[src/hdl/aspg_pkg.sv]
`default_nettype none
package aspg_pkg;

  localparam int MAX_ELEMENTS = 8;
  localparam int ADDR_W = $clog2(MAX_ELEMENTS);
  localparam int VAL_W = $clog2(MAX_ELEMENTS + 1);
  // counter runs one past the length during the search
  localparam int CNT_W = $clog2(MAX_ELEMENTS + 2);

  localparam int CFG_W = 4;
  localparam int OUT_VAL_W = 4;
  localparam int OUT_POS_W = 3;

  typedef struct packed {
    logic             dir;   // 0 faces position 0, 1 faces the far end
    logic [VAL_W-1:0] val;
  } entry_t;

  typedef struct packed {
    logic              found;
    logic [ADDR_W-1:0] pos;
    entry_t            best;
    entry_t            nb;
  } step_t;

  typedef enum logic [1:0] {
    ST_IDLE,
    ST_SCAN,
    ST_EMIT
  } state_t;

endpackage
`default_nettype wire

[src/hdl/aspg_store.sv]
`default_nettype none
module aspg_store (
  input  wire                          clk,
  input  wire                          rst_n,
  input  wire                          clear,
  input  wire  [aspg_pkg::ADDR_W-1:0]  rd_addr,
  input  wire                          wr_en,
  input  wire  [aspg_pkg::ADDR_W-1:0]  wr_addr,
  input  aspg_pkg::entry_t             wr_data,
  output aspg_pkg::entry_t             rd_data
);

  aspg_pkg::entry_t                     mem [aspg_pkg::MAX_ELEMENTS];
  logic [aspg_pkg::MAX_ELEMENTS-1:0]    valid_r;
  aspg_pkg::entry_t                     rd_q_r;
  logic                                 rd_vld_r;
  logic [aspg_pkg::ADDR_W-1:0]          rd_addr_r;

  always_ff @(posedge clk) begin
    if (wr_en) begin
      mem[wr_addr] <= wr_data;
    end
    rd_q_r    <= mem[rd_addr];
    rd_addr_r <= rd_addr;
  end

  // an entry never written since reset, restart or length change reads as identity
  always_ff @(posedge clk) begin
    if (!rst_n) begin
      valid_r  <= '0;
      rd_vld_r <= 1'b0;
    end else begin
      rd_vld_r <= valid_r[rd_addr];
      if (clear) begin
        valid_r <= '0;
      end else if (wr_en) begin
        valid_r[wr_addr] <= 1'b1;
      end
    end
  end

  always_comb begin
    if (rd_vld_r) begin
      rd_data = rd_q_r;
    end else begin
      rd_data.dir = 1'b0;
      rd_data.val = aspg_pkg::VAL_W'(rd_addr_r) + aspg_pkg::VAL_W'(1);
    end
  end

endmodule
`default_nettype wire

[src/hdl/aspg_scan.sv]
`default_nettype none
module aspg_scan (
  input  wire                          clk,
  input  wire                          rst_n,
  input  wire                          start,
  input  wire                          active,
  input  wire  [aspg_pkg::CNT_W-1:0]   cnt,
  input  wire  [aspg_pkg::CNT_W-1:0]   n,
  input  aspg_pkg::entry_t             rd_data,
  output aspg_pkg::step_t              result
);

  aspg_pkg::entry_t               cur_r;
  aspg_pkg::entry_t               prev_r;
  aspg_pkg::entry_t               best_r;
  aspg_pkg::entry_t               nb_r;
  logic                           found_r;
  logic [aspg_pkg::ADDR_W-1:0]    pos_r;

  logic                           data_in;
  logic                           eval;
  logic                           has_left;
  logic                           has_right;
  logic                           mobile;
  logic                           take;
  logic [aspg_pkg::CNT_W-1:0]     eval_pos;

  // cur_r holds position cnt-2, prev_r cnt-3, rd_data cnt-1
  always_comb begin
    data_in   = active && (cnt >= aspg_pkg::CNT_W'(1)) && (cnt <= n);
    eval      = active && (cnt >= aspg_pkg::CNT_W'(2));
    has_left  = cnt >= aspg_pkg::CNT_W'(3);
    has_right = cnt <= n;
    eval_pos  = cnt - aspg_pkg::CNT_W'(2);
    if (cur_r.dir) begin
      mobile = has_right && (cur_r.val > rd_data.val);
    end else begin
      mobile = has_left && (cur_r.val > prev_r.val);
    end
    take = eval && mobile && (!found_r || (cur_r.val > best_r.val));
  end

  always_ff @(posedge clk) begin
    if (data_in) begin
      prev_r <= cur_r;
      cur_r  <= rd_data;
    end
    if (take) begin
      best_r <= cur_r;
      nb_r   <= cur_r.dir ? rd_data : prev_r;
      pos_r  <= aspg_pkg::ADDR_W'(eval_pos);
    end
  end

  always_ff @(posedge clk) begin
    if (!rst_n) begin
      found_r <= 1'b0;
    end else if (start) begin
      found_r <= 1'b0;
    end else if (take) begin
      found_r <= 1'b1;
    end
  end

  assign result.found = found_r;
  assign result.pos   = pos_r;
  assign result.best  = best_r;
  assign result.nb    = nb_r;

endmodule
`default_nettype wire

[src/hdl/aspg_emit.sv]
`default_nettype none
module aspg_emit (
  input  wire                                clk,
  input  wire                                rst_n,
  input  wire                                active,
  input  wire  [aspg_pkg::ADDR_W-1:0]        pos,
  input  wire  [aspg_pkg::CNT_W-1:0]         n,
  input  aspg_pkg::entry_t                   rd_data,
  input  aspg_pkg::step_t                    step,
  input  wire                                swap_en,
  input  wire                                exh,
  output logic                               wr_en,
  output logic [aspg_pkg::ADDR_W-1:0]        wr_addr,
  output aspg_pkg::entry_t                   wr_data,
  output logic                               out_valid,
  output logic [aspg_pkg::OUT_VAL_W-1:0]     out_element_value,
  output logic [aspg_pkg::OUT_POS_W-1:0]     out_element_position,
  output logic                               out_last_element,
  output logic                               out_exhausted
);

  logic                                 valid_r;
  logic [aspg_pkg::OUT_VAL_W-1:0]       value_r;
  logic [aspg_pkg::OUT_POS_W-1:0]       position_r;
  logic                                 last_r;
  logic                                 exh_r;

  logic [aspg_pkg::ADDR_W-1:0]          dst;
  aspg_pkg::entry_t                     ent;

  // swap is applied on the way through: the two touched positions take the saved entries
  always_comb begin
    dst = step.best.dir ? step.pos + aspg_pkg::ADDR_W'(1) : step.pos - aspg_pkg::ADDR_W'(1);
    ent = rd_data;
    if (swap_en && (pos == step.pos)) begin
      ent = step.nb;
    end else if (swap_en && (pos == dst)) begin
      ent = step.best;
    end
    if (swap_en && (ent.val > step.best.val)) begin
      ent.dir = ~ent.dir;
    end
  end

  assign wr_en   = active;
  assign wr_addr = pos;
  assign wr_data = ent;

  always_ff @(posedge clk) begin
    if (!rst_n) begin
      valid_r <= 1'b0;
    end else begin
      valid_r <= active;
    end
  end

  always_ff @(posedge clk) begin
    if (active) begin
      value_r    <= aspg_pkg::OUT_VAL_W'(ent.val);
      position_r <= aspg_pkg::OUT_POS_W'(pos);
      last_r     <= (aspg_pkg::CNT_W'(pos) == n - aspg_pkg::CNT_W'(1));
      exh_r      <= exh;
    end
  end

  assign out_valid            = valid_r;
  assign out_element_value    = value_r;
  assign out_element_position = position_r;
  assign out_last_element     = last_r;
  assign out_exhausted        = exh_r;

endmodule
`default_nettype wire

[src/hdl/adjacent_swap_permutation_generator_unit.sv]
`default_nettype none
// channel   ports                                                  transfer
// -------   -----------------------------------------------------  -----------------------
// input     start, busy, in_restart                                start && !busy
// result    out_valid, out_element_value, out_element_position,    every out_valid cycle
//           out_last_element, out_exhausted
// config    cfg_valid, cfg_ready, cfg_data                         cfg_valid && cfg_ready
//
// A step item runs a search over the permutation memory, then a pass that reads, swaps,
// flips and writes back each entry; a restart item runs the pass only. Results leave one
// per cycle from the output register and cannot be held off. Reset, a restart and a
// length write reload the identity by clearing per-entry valid bits. cfg_ready is high
// only while the block is idle.
module adjacent_swap_permutation_generator_unit (
  input  wire                                clk,
  input  wire                                rst_n,
  input  wire                                start,
  output logic                               busy,
  input  wire                                in_restart,
  output logic                               out_valid,
  output logic [aspg_pkg::OUT_VAL_W-1:0]     out_element_value,
  output logic [aspg_pkg::OUT_POS_W-1:0]     out_element_position,
  output logic                               out_last_element,
  output logic                               out_exhausted,
  input  wire                                cfg_valid,
  output logic                               cfg_ready,
  input  wire  [aspg_pkg::CFG_W-1:0]         cfg_data
);

  aspg_pkg::state_t                 state_r, state_nxt;
  logic [aspg_pkg::CNT_W-1:0]       cnt_r, cnt_nxt;
  logic [aspg_pkg::CNT_W-1:0]       n_r, n_nxt;
  logic                             restart_r, restart_nxt;

  logic                             accept;
  logic                             cfg_wr;
  logic                             clear;
  logic                             scan_start;
  logic                             emit_act;
  logic [aspg_pkg::CNT_W-1:0]       n_sat;

  aspg_pkg::entry_t                 rd_data;
  aspg_pkg::entry_t                 wr_data;
  logic                             wr_en;
  logic [aspg_pkg::ADDR_W-1:0]      wr_addr;
  aspg_pkg::step_t                  step;

  always_ff @(posedge clk) begin
    if (!rst_n) begin
      state_r   <= aspg_pkg::ST_IDLE;
      cnt_r     <= '0;
      n_r       <= aspg_pkg::CNT_W'(aspg_pkg::MAX_ELEMENTS);
      restart_r <= 1'b0;
    end else begin
      state_r   <= state_nxt;
      cnt_r     <= cnt_nxt;
      n_r       <= n_nxt;
      restart_r <= restart_nxt;
    end
  end

  always_comb begin
    if (cfg_data < aspg_pkg::CFG_W'(2)) begin
      n_sat = aspg_pkg::CNT_W'(2);
    end else if (32'(cfg_data) > aspg_pkg::MAX_ELEMENTS) begin
      n_sat = aspg_pkg::CNT_W'(aspg_pkg::MAX_ELEMENTS);
    end else begin
      n_sat = aspg_pkg::CNT_W'(cfg_data);
    end
  end

  always_comb begin
    state_nxt   = state_r;
    cnt_nxt     = cnt_r + aspg_pkg::CNT_W'(1);
    n_nxt       = n_r;
    restart_nxt = restart_r;
    busy        = 1'b1;
    cfg_ready   = 1'b0;
    accept      = 1'b0;
    cfg_wr      = 1'b0;
    scan_start  = 1'b0;
    emit_act    = 1'b0;
    unique case (state_r)
      aspg_pkg::ST_IDLE: begin
        busy      = 1'b0;
        cfg_ready = 1'b1;
        cnt_nxt   = '0;
        cfg_wr    = cfg_valid;
        if (cfg_valid) begin
          n_nxt = n_sat;
        end
        accept = start;
        if (start) begin
          restart_nxt = in_restart;
          scan_start  = !in_restart;
          state_nxt   = in_restart ? aspg_pkg::ST_EMIT : aspg_pkg::ST_SCAN;
        end
      end
      aspg_pkg::ST_SCAN: begin
        if (cnt_r == n_r + aspg_pkg::CNT_W'(1)) begin
          cnt_nxt   = '0;
          state_nxt = aspg_pkg::ST_EMIT;
        end
      end
      aspg_pkg::ST_EMIT: begin
        emit_act = cnt_r != '0;
        if (cnt_r == n_r) begin
          state_nxt = aspg_pkg::ST_IDLE;
        end
      end
      default: begin
        state_nxt = aspg_pkg::ST_IDLE;
      end
    endcase
  end

  assign clear = cfg_wr || (accept && in_restart);

  aspg_store u_store (
    .clk     (clk),
    .rst_n   (rst_n),
    .clear   (clear),
    .rd_addr (aspg_pkg::ADDR_W'(cnt_r)),
    .wr_en   (wr_en),
    .wr_addr (wr_addr),
    .wr_data (wr_data),
    .rd_data (rd_data)
  );

  aspg_scan u_scan (
    .clk     (clk),
    .rst_n   (rst_n),
    .start   (scan_start),
    .active  (state_r == aspg_pkg::ST_SCAN),
    .cnt     (cnt_r),
    .n       (n_r),
    .rd_data (rd_data),
    .result  (step)
  );

  aspg_emit u_emit (
    .clk                  (clk),
    .rst_n                (rst_n),
    .active               (emit_act),
    .pos                  (aspg_pkg::ADDR_W'(cnt_r - aspg_pkg::CNT_W'(1))),
    .n                    (n_r),
    .rd_data              (rd_data),
    .step                 (step),
    .swap_en              (!restart_r && step.found),
    .exh                  (!restart_r && !step.found),
    .wr_en                (wr_en),
    .wr_addr              (wr_addr),
    .wr_data              (wr_data),
    .out_valid            (out_valid),
    .out_element_value    (out_element_value),
    .out_element_position (out_element_position),
    .out_last_element     (out_last_element),
    .out_exhausted        (out_exhausted)
  );

endmodule
`default_nettype wire

[config.mk]
export PLATFORM = sky130hd
export DESIGN_NAME = adjacent_swap_permutation_generator_unit
export DESIGN_NICKNAME = d
export VERILOG_FILES = /design/src/hdl/aspg_pkg.sv /design/src/hdl/aspg_store.sv /design/src/hdl/aspg_scan.sv /design/src/hdl/aspg_emit.sv /design/src/hdl/adjacent_swap_permutation_generator_unit.sv
export SDC_FILE = /design/constraint.sdc
export NUM_CORES = 1
export LEC_CHECK = 0
export BUFFER_PORTS_ARGS = -buffer_cell sky130_fd_sc_hd__buf_2
export CAP_MARGIN = 20
export CORE_ASPECT_RATIO = 0.5
export CORE_MARGIN = 2
export CORE_UTILIZATION = 40
export CTS_CLUSTER_DIAMETER = 50
export DETAILED_ROUTE_END_ITERATION = 7
export PLACE_DENSITY = 0.55
export RECOVER_POWER = 25
export SYNTH_ARGS = -nofsm -noshare
export SYNTH_HDL_FRONTEND = slang
export SYNTH_HIERARCHICAL = 1
export SYNTH_SLANG_ARGS = --single-unit
[constraint.sdc]
create_clock -name clk -period 6.3 [get_ports clk]
set_input_delay 0.945 -clock clk [delete_from_list [all_inputs] [get_ports clk]]
set_output_delay 0.945 -clock clk [all_outputs]
set_load 0.005 [all_outputs]
==> impl_metrics.toml, run 1 <==
[status]
status = "completed"

[route]
via_count = 2931
wire_per_inst_um = 18.2
wirelength_um = 10200
drcViolationCount = 0
firstDrtPassIters = 4
vias_per_cell = 5.22
postRouteAntennaNets = 0
drt_iter0_drc = 255

[layout]
drive_above_1_share_pct = 14.4
finalInstanceArea_sq_mm = 0.00542
diodes = 0
area_growth_pct = 12.4
final_cell_mix = "edfxtp_1, nor2_1, dfxtp_1"
seq_area_sq_mm = 0.00276
final_common_cell = "edfxtp_1"
multi_input_area_sq_mm = 0.00190
fill_cells = 1083
nNetsFinal = 426

[clock_tree]
cts_max_level = 3
clock_latency_ps = 340
cts_setup_buffers = 0
cts_resized = 0
cts.clk_slew.worst_paths_ps = 70
cts_buffers = 9
cts.sinks = 102
cts-root-buf = "clkbuf_16"
cts_tree = "built"
cts_hold_buf = 0
clk_path_buf_depth = 2

[synthesis]
synth_fa_ha_area_share_pct = 6.90
yosysWarnings = 6
synth_nets = 400
synth_top_area_share_pct = 44.8
synth_area_leader_cell = "edfxtp_1"
async_reset_ff_share_pct = 0
synth.area.mux_share_pct = 9.05
yosysSeqAreaShare_pct = 57.3
synth_area_leaders = "edfxtp_1, dfxtp_1, ha_1, mux4_1, nor2_1"
yosys.area_share.simple_pct = 10.7
synthesis.instances = 365
synth-edff-count = 72
synthXorXnorAreaFrac_pct = 4.64
ys_types = 56
syn_area_sq_mm = 0.00482
synth_top_family_by_area = "simple AND/OR/NAND/NOR gates"
postSynthAreaPerCell_sq_um = 13.2
synth_flop_cell = "edfxtp_1"
synth_compound_area_share_pct = 7.37
synth-seq-cells = 102

[critical_path]
worst_path_largest_cell_delay_ps = 970
end_kind = "flop"
startpoint = "cnt_r[2]$_SDFF_PN0_"
crit_chain = "clkbuf_1, xor2_1, xor2_1, or4b_1, a21oi_1, ha_1, nor2b_1, o21a_1, o21a_1, o211ai_1, xor2_1"
crit_path_top_delay_cell = "clkbuf_1"
r2r_end = "u_store/mem[1][4]$_DFFE_PP_"
r2r_setup_slack_ps = 1050
crit_type = "reg2reg"
rr_startpoint = "cnt_r[2]$_SDFF_PN0_"
path_max_fanout = 20
startpoint_type = "flop"
critPathTopFamily = "XOR/XNOR gates"
rr_worst_depth = 11
cp.buffers_inverters = 1
crit_arrival_ps = 5330
cp_common_cell = "xor2_1"
critPathRequiredTime_ps = 6370

[power_and_ir_drop]
share_comb_of_total_power_pct = 7.8
switchingPower_uw = 316
clkPwrFrac_pct = 39.5
vdd_drop_max_v = 0.000122
power_frac_seq_pct = 52.7
power_density_mw_per_mm2 = 259
p_int_mw = 1.09
power_leakage_nw = 1.95
netSwitchingFraction_pct = 22.5

[worst_hold_path]
min_path_cells = 2
hold_class = "reg2reg"
min-delay-start = "u_store/valid_r[1]$_SDFFE_PP0P_"
min_to = "u_store/valid_r[1]$_SDFFE_PP0P_"

[global_route]
antenna_found_initial = 0
track_usage_pct = 16.8
overflow = 0
top_usage_layer = "met2"
grt.met1_usage_pct = 22.9
grt_pass1_vias = 2842
grt_pass1_wl_um = 15900
use_met3_pct = 4.14
grtUsageMet2_pct = 26.7
grt_start_max_net_pins = 25

[place]
dp_hpwl_um = 7050
postPlaceCellArea_sq_mm = 0.00513
gp_congestion = 0.851
io_buffers = 20

[sta]
fmax_mhz = 190
finClkSkew_ps = 5.22
hold_viol = 0
setup_viol = 0
min_period_over_period_pct = 83.4
relSlewSlack_pct = 10.9
finalSetupTns_ps = 0
post-route-min-period_ps = 5250
slew_viol_final = 0
tightest_slew_ps = 1340
grt_setup_unrepaired = "false"

[run]
cap_viol_max_count = 0

[floorplanning]
die_area_sq_mm = 0.0130
die_h_um = 81.7
pin_count = 21
start_util_pct = 41.0
coreArea_sq_mm = 0.0118
core.rowCount = 28
die_w_um = 159
==> worst max-delay path by stage <==
stage,cells past startpoint,slack [ps],to
after floorplan,13,2460,u_store/mem[0][4]$_DFFE_PP_
after global placement,13,1560,u_store/mem[4][4]$_DFFE_PP_
after detailed placement,13,1210,u_store/mem[2][4]$_DFFE_PP_
after CTS,13,1210,u_store/mem[1][4]$_DFFE_PP_
after global routing,11,660,u_store/mem[0][4]$_DFFE_PP_
final,11,1050,u_store/mem[1][4]$_DFFE_PP_
==> tightest hold or removal path: stages, from the launching register on <==
cell	delay (ps)
dfxtp_1	330
nor2_1	50
nor2_1	70
==> state kept, by name (all words and copies together) (netlist names) <==
register,flops
u_store/mem,40
u_emit/out_valid,1
u_store/rd_addr_r,3
u_store/rd_q_r,5
u_emit/out_element_value,4
u_scan/result,10
u_emit/out_element_position,3
u_scan/cur_r,5
restart_r,1
u_scan/found_r,1
u_scan/pos_r,3
u_store/valid_r,8
u_emit/out_exhausted,1
state_r,2
cnt_r,4
u_emit/out_last_element,1
u_store/rd_vld_r,1
u_scan/prev_r,5
n_r,4
==> cell usage after synthesis (4+ instances only) <==
cell      number
dfxtp_1       30
ha_1          25
inv_1         29
mux4_1        10
nor3_1         4
buf_2          5
edfxtp_1      72
buf_4          6
xor2_1        12
mux2i_1        5
mux2_2         9
nor2b_1        8
o21ai_0       10
and2_1         4
xnor2_1       11
nand2_1       18
nor2_1        31
nand3_1        7
a21oi_1       11
==> power groups by stage <==
| stage | clock [mW] | combinational, mW | sequential [mW] |
|---|---|---|---|
| 2_1_floorplan | 0 | 0.0802 | 0.752 |
| 3_5_place_dp | 0 | 0.110 | 0.754 |
| 6_report | 0.554 | 0.110 | 0.739 |
| 5_1_grt | 0.591 | 0.123 | 0.740 |
| 3_3_place_gp | 0 | 0.106 | 0.753 |
| 4_1_cts | 0.566 | 0.110 | 0.739 |
==> cells by family after synthesis <==
logic type,Yosys count
compound gates,49
xor+xnor,24
fa+ha+maj,26
buf+inv,42
flops,102
mux,25
simple gates,97
==> layout make-up <==
cell class	instances	area share, %
sequential	102	51.0
multi-input combinational	221	35.0
clock buffer	10	4.22
tap	165	3.81
timing repair buffer	28	2.68
inverter	29	2.01
clock inverter	6	1.32
==> metal layers <==
metal  share of wire, %  vias to the layer above  wire length, um
li1                   -                     1395                -
met1                 49                     1458             5040
met2                 44                       68             4520
met3                5.0                       10              507
met4                1.6                        0              162
met5                  0                        -                0
==> stage by stage <==
stage	setup slack, ps	power (mW)	util [%]	cells	hold slack [ps]
2_1_floorplan	2460	0.832	-	365	421
3_3_place_gp	1560	0.859	43.6	545	451
3_5_place_dp	1210	0.863	43.6	545	460
4_1_cts	1210	1.41	46.2	561	476
5_1_grt	663	1.45	46.0	561	503
6_report	1050	1.40	46.0	561	474
Note: power is estimated with default switching activity, not from simulation.
==> run 2, diff against run 1 <==
--- a/config.mk
+++ b/config.mk
@@ -12,7 +12,7 @@
 export CORE_UTILIZATION = 40
 export CTS_CLUSTER_DIAMETER = 50
 export DETAILED_ROUTE_END_ITERATION = 7
-export PLACE_DENSITY = 0.55
+export PLACE_DENSITY = 0.57
 export RECOVER_POWER = 25
 export SYNTH_ARGS = -nofsm -noshare
 export SYNTH_HDL_FRONTEND = slang
==> constraint.sdc (replaced) <==
create_clock -name clk -period 4.41 [get_ports clk]
set_input_delay 0.6615 -clock clk [delete_from_list [all_inputs] [get_ports clk]]
set_output_delay 0.6615 -clock clk [all_outputs]
set_load 0.005 [all_outputs]
==> run 2 against run 1 <==
Cell count grew 1.1%. Sequential share of layout area shrank 0.18 points. Utilization grew 0.16 points. Fmax grew 29%. Die area is the same. Non-clock buffer count grew 6. Flip-flop and latch count is the same.
==> impl_metrics.toml, run 2 (synthesized netlist as in run 1, its figures left out) <==
[status]
status = "completed"

[sta]
tightest_slew_ps = 1300
setup_viol = 0
min_period_over_period_pct = 92.4
finClkSkew_ps = 7.27
finalSetupTns_ps = 0
slew_viol_final = 0
relSlewSlack_pct = 13.3
fmax_mhz = 245
hold_viol = 0
worst_slack_ps = 336
grt_setup_unrepaired = "false"
post-route-min-period_ps = 4070

[place]
gp_congestion = 0.806
dp_hpwl_um = 6970
placedCellCount = 551
postPlaceCellArea_sq_mm = 0.00515
io_buffers = 20
pre_cts_slack_ps = 279

[layout]
nNetsFinal = 432
final_cell_mix = "edfxtp_1, nor2_1, dfxtp_1"
final_common_cell = "edfxtp_1"
largest_reg_flops = 40
finalInstanceArea_sq_mm = 0.00544
regMostFlops = "u_store/mem"
multi_input_area_sq_mm = 0.00188
drive_above_1_share_pct = 13.7
fin_cells = 567
area_growth_pct = 12.8
fill_cells = 1069
diodes = 0
utilization_pct = 46.2
seq_area_sq_mm = 0.00276

[power_and_ir_drop]
vdd_drop_max_v = 0.000210
power_leakage_nw = 1.96
power_density_mw_per_mm2 = 373

[critical_path]
end_kind = "flop"
crit_path_top_delay_cell = "a21oi_1"
worst_path_largest_cell_delay_ps = 720
r2r_setup_slack_ps = 340
r2r_end = "u_store/mem[3][4]$_DFFE_PP_"
rr_startpoint = "u_scan/result[9]$_DFFE_PP_"
crit_type = "reg2reg"
critPathTopFamily = "compound AO/OA/AOI/OAI gates"
path_max_fanout = 10
crit_arrival_ps = 4140
rr_worst_depth = 11
critPathRequiredTime_ps = 4480
startpoint_type = "flop"
crit_chain = "fa_1, xor2_1, nand3_1, nor2_2, mux2i_1, a21oi_1, ha_1, o21a_1, o21a_1, o211ai_1, xor2_1"
critical_path_cell_count = 11
cp.buffers_inverters = 0

[route]
vias_per_cell = 5.16
drt_iter0_drc = 171
wirelength_um = 9710
via_count = 2927
firstDrtPassIters = 5
wire_per_inst_um = 17.1
drcViolationCount = 0
postRouteAntennaNets = 0

[floorplanning]
die_area_sq_mm = 0.0130
die_w_um = 159
start_util_pct = 41.0
die_h_um = 81.7
coreArea_sq_mm = 0.0118
core.rowCount = 28
pin_count = 21

[run]
cap_viol_max_count = 0

[worst_hold_path]
hold_class = "reg2reg"
min_path_cells = 2
min-delay-start = "u_store/valid_r[2]$_SDFFE_PP0P_"
min_to = "u_store/valid_r[2]$_SDFFE_PP0P_"

[clock_tree]
cts.sinks = 102
clock_latency_ps = 340
cts_hold_buf = 0
cts-root-buf = "clkbuf_16"
cts_setup_buffers = 0
cts_max_level = 3
clk_path_buf_depth = 2
cts_resized = 0
cts_buffers = 9
cts.clk_slew.worst_paths_ps = 70
cts_tree = "built"

[global_route]
antenna_found_initial = 0
grt_pass1_vias = 2824
grt_pass1_wl_um = 15300
track_usage_pct = 15.6
grt_start_max_net_pins = 25
overflow = 0
run 2: how the worst max path moves through the flow:
stage | startpoint | to
floorplan | cnt_r[0]$_SDFF_PN0_ | u_store/mem[0][4]$_DFFE_PP_
global placement | u_scan/result[9]$_DFFE_PP_ | u_store/mem[0][4]$_DFFE_PP_
detailed placement | u_scan/result[9]$_DFFE_PP_ | u_store/mem[1][4]$_DFFE_PP_
CTS | u_scan/result[9]$_DFFE_PP_ | u_store/mem[6][4]$_DFFE_PP_
global route | u_scan/result[9]$_DFFE_PP_ | u_store/mem[4][4]$_DFFE_PP_
finish | u_scan/result[9]$_DFFE_PP_ | u_store/mem[3][4]$_DFFE_PP_
run 2: worst reg2reg max path, stage by stage (launching register included):
cell and delay [ps]:
edfxtp_1 460, fa_1 570, xor2_1 150, nand3_1 140, nor2_2 330, mux2i_1 130, a21oi_1 720, ha_1 390
o21a_1 110, o21a_1 160, o211ai_1 180, xor2_1 460
run 2: cell type report:
cell class	instances	share of cell area (%)
timing repair buffer	34	3.11
multi-input combinational	221	34.5
clock buffer	9	4.14
sequential	102	50.8
inverter	29	2.00
clock inverter	7	1.68
tap	165	3.80
run 2: per-stage QoR:
stage	total power [mW]	hold WS, ps
6_report	2.03	475
5_1_grt	2.11	498
4_1_cts	2.05	478
3_5_place_dp	1.24	460
3_3_place_gp	1.23	450
2_1_floorplan	1.19	421
run 2: layer usage:
metal	track usage, %	vias to the layer above	wire [um]
li1	-	1409	-
met4	3.82	0	40
met3	3.48	2	350
met5	0	-	0
met1	20.8	1466	4690
met2	26.6	50	4630
run 2: report_power, final:
part / leakage, nW / switching, mW / total [mW] / internal (mW)
logic: 0.915 / 0.0916 / 0.157 / 0.0657
registers: 0.896 / 0.0134 / 1.05 / 1.04
clock network: 0.151 / 0.362 / 0.815 / 0.453
==> run 3, diff against run 2 <==
--- a/config.mk
+++ b/config.mk
@@ -12,6 +12,7 @@
 export CORE_UTILIZATION = 40
 export CTS_CLUSTER_DIAMETER = 50
 export DETAILED_ROUTE_END_ITERATION = 7
+export MAX_ROUTING_LAYER = met4
 export PLACE_DENSITY = 0.57
 export RECOVER_POWER = 25
 export SYNTH_ARGS = -nofsm -noshare
==> run 3 against run 2 <==
Global-route usage is 0.49 points higher. Via count is 0.58% lower. Clock power hardly changed. Fmax is 0.80% lower. Combinational power hardly changed. Register-to-register slack worse by 30 ps. Largest cell class unchanged. Largest power group unchanged. Highest routed layer unchanged.
==> impl_metrics.toml, run 3 (synthesized netlist as in run 1, its figures left out) <==
[status]
status = "completed"

[sta]
tightest_slew_ps = 1310
worst_slack_ps = 304
grt_setup_unrepaired = "false"
hold_viol = 0
setup_viol = 0
finClkSkew_ps = 6.93
finalSetupTns_ps = 0
relSlewSlack_pct = 12.8
min_period_over_period_pct = 93.1
post-route-min-period_ps = 4110
slew_viol_final = 0
fmax_mhz = 244

[power_and_ir_drop]
power_leakage_nw = 1.96
p_total_mw = 2.03
vdd_drop_max_v = 0.000210
power_density_mw_per_mm2 = 373

[clock_tree]
cts_max_level = 3
cts_hold_buf = 0
clock_latency_ps = 340
cts.clk_slew.worst_paths_ps = 70
cts_buffers = 9
cts.sinks = 102
cts_tree = "built"
cts-root-buf = "clkbuf_16"
clk_path_buf_depth = 2

[route]
vias_per_cell = 5.13
drt_iter0_drc = 168
via_count = 2910
wirelength_um = 9740
wire_per_inst_um = 17.2
postRouteAntennaNets = 0
drcViolationCount = 0
firstDrtPassIters = 4

[critical_path]
critPathRequiredTime_ps = 4480
crit_arrival_ps = 4170
crit_path_top_delay_cell = "a21oi_1"
startpoint = "u_scan/result[9]$_DFFE_PP_"
crit_type = "reg2reg"
path_max_fanout = 10
rr_startpoint = "u_scan/result[9]$_DFFE_PP_"
r2r_setup_slack_ps = 300
startpoint_type = "flop"
crit_chain = "fa_1, xor2_1, nand3_1, nor2_2, mux2i_1, a21oi_1, ha_1, o21a_1, o21a_1, o211ai_1, xor2_1"
end_kind = "flop"
rr_worst_depth = 11
worst_path_largest_cell_delay_ps = 730
r2r_end = "u_store/mem[4][4]$_DFFE_PP_"

[layout]
diodes = 0
final_common_cell = "edfxtp_1"
regMostFlops = "u_store/mem"
drive_above_1_share_pct = 13.7
nNetsFinal = 432
finalInstanceArea_sq_mm = 0.00544
area_growth_pct = 12.8
largest_reg_flops = 40
fin_cells = 567
final_cell_mix = "edfxtp_1, nor2_1, dfxtp_1"

[worst_hold_path]
min_path_cells = 2
min_to = "u_store/valid_r[2]$_SDFFE_PP0P_"
min-delay-start = "u_store/valid_r[2]$_SDFFE_PP0P_"
hold_class = "reg2reg"

[place]
gp_congestion = 0.818
io_buffers = 20
placedCellCount = 551
pre_cts_slack_ps = 279
postPlaceCellArea_sq_mm = 0.00515
dp_hpwl_um = 6970

[global_route]
track_usage_pct = 16.1
antenna_found_initial = 0
grt_pass1_vias = 2828
grt_pass1_wl_um = 15300
overflow = 0
grt_start_max_net_pins = 25

[floorplanning]
start_util_pct = 41.0
die_h_um = 81.7
die_area_sq_mm = 0.0130
coreArea_sq_mm = 0.0118
core.rowCount = 28
pin_count = 21
die_w_um = 159

[run]
cap_viol_max_count = 0
[run 3: cell counts in the layout (fill, tap and decap cells not counted)]
Identical to the previous run, type by type.
[run 3: critical path: cells and delay by family (launching register included)]
kind	cells	cell delay (ps)
compound gates	4	1180
xor+xnor	2	620
fa+ha+maj	2	960
flops	1	460
mux	1	130
simple gates	2	470
[run 3: worst max path at each step]
stage,to,slack [ps],cells past startpoint
6_report,u_store/mem[4][4]$_DFFE_PP_,300,11
5_1_grt,u_store/mem[4][4]$_DFFE_PP_,30,11
4_1_cts,u_store/mem[6][4]$_DFFE_PP_,240,12
3_5_place_dp,u_store/mem[1][4]$_DFFE_PP_,280,12
3_3_place_gp,u_store/mem[0][4]$_DFFE_PP_,490,12
2_1_floorplan,u_store/mem[0][4]$_DFFE_PP_,570,13
[run 3: what timing repair did]
item | CTS | global route
resized for setup | 0 | 1
setup buffers | 0 | 0
setup endpoints to repair | 0 | 8
[run 3: final cells by class]
type	count	area [sq um]
clock buffer	9	225
clock inverter	7	91.3
fill	1069	6330
inverter	29	109
multi-input combinational	221	1880
sequential	102	2760
tap	165	206
timing repair buffer	34	169
[run 3: layer usage]
layer	wire length, um	vias to the layer above	GRT usage, %
met2	4630	57	26.6
li1	-	1408	-
met5	0	-	-
met1	4750	1441	20.8
met3	348	4	3.48
met4	14	0	3.82
[run 3: through the flow]
| step | util [%] | hold slack, ps |
|---|---|---|
| global placement | 43.7 | 450 |
| global route | 46.2 | 498 |
| CTS | 46.5 | 478 |
| finish | 46.2 | 475 |
| detailed placement | 43.8 | 460 |
| floorplan | - | 421 |
[run 3: power by group]
group          switching (mW)  total, mW  internal (mW)
sequential             0.0134       1.05           1.04
combinational          0.0916      0.157         0.0656
clock                   0.363      0.815          0.453
total                   0.467       2.03           1.56
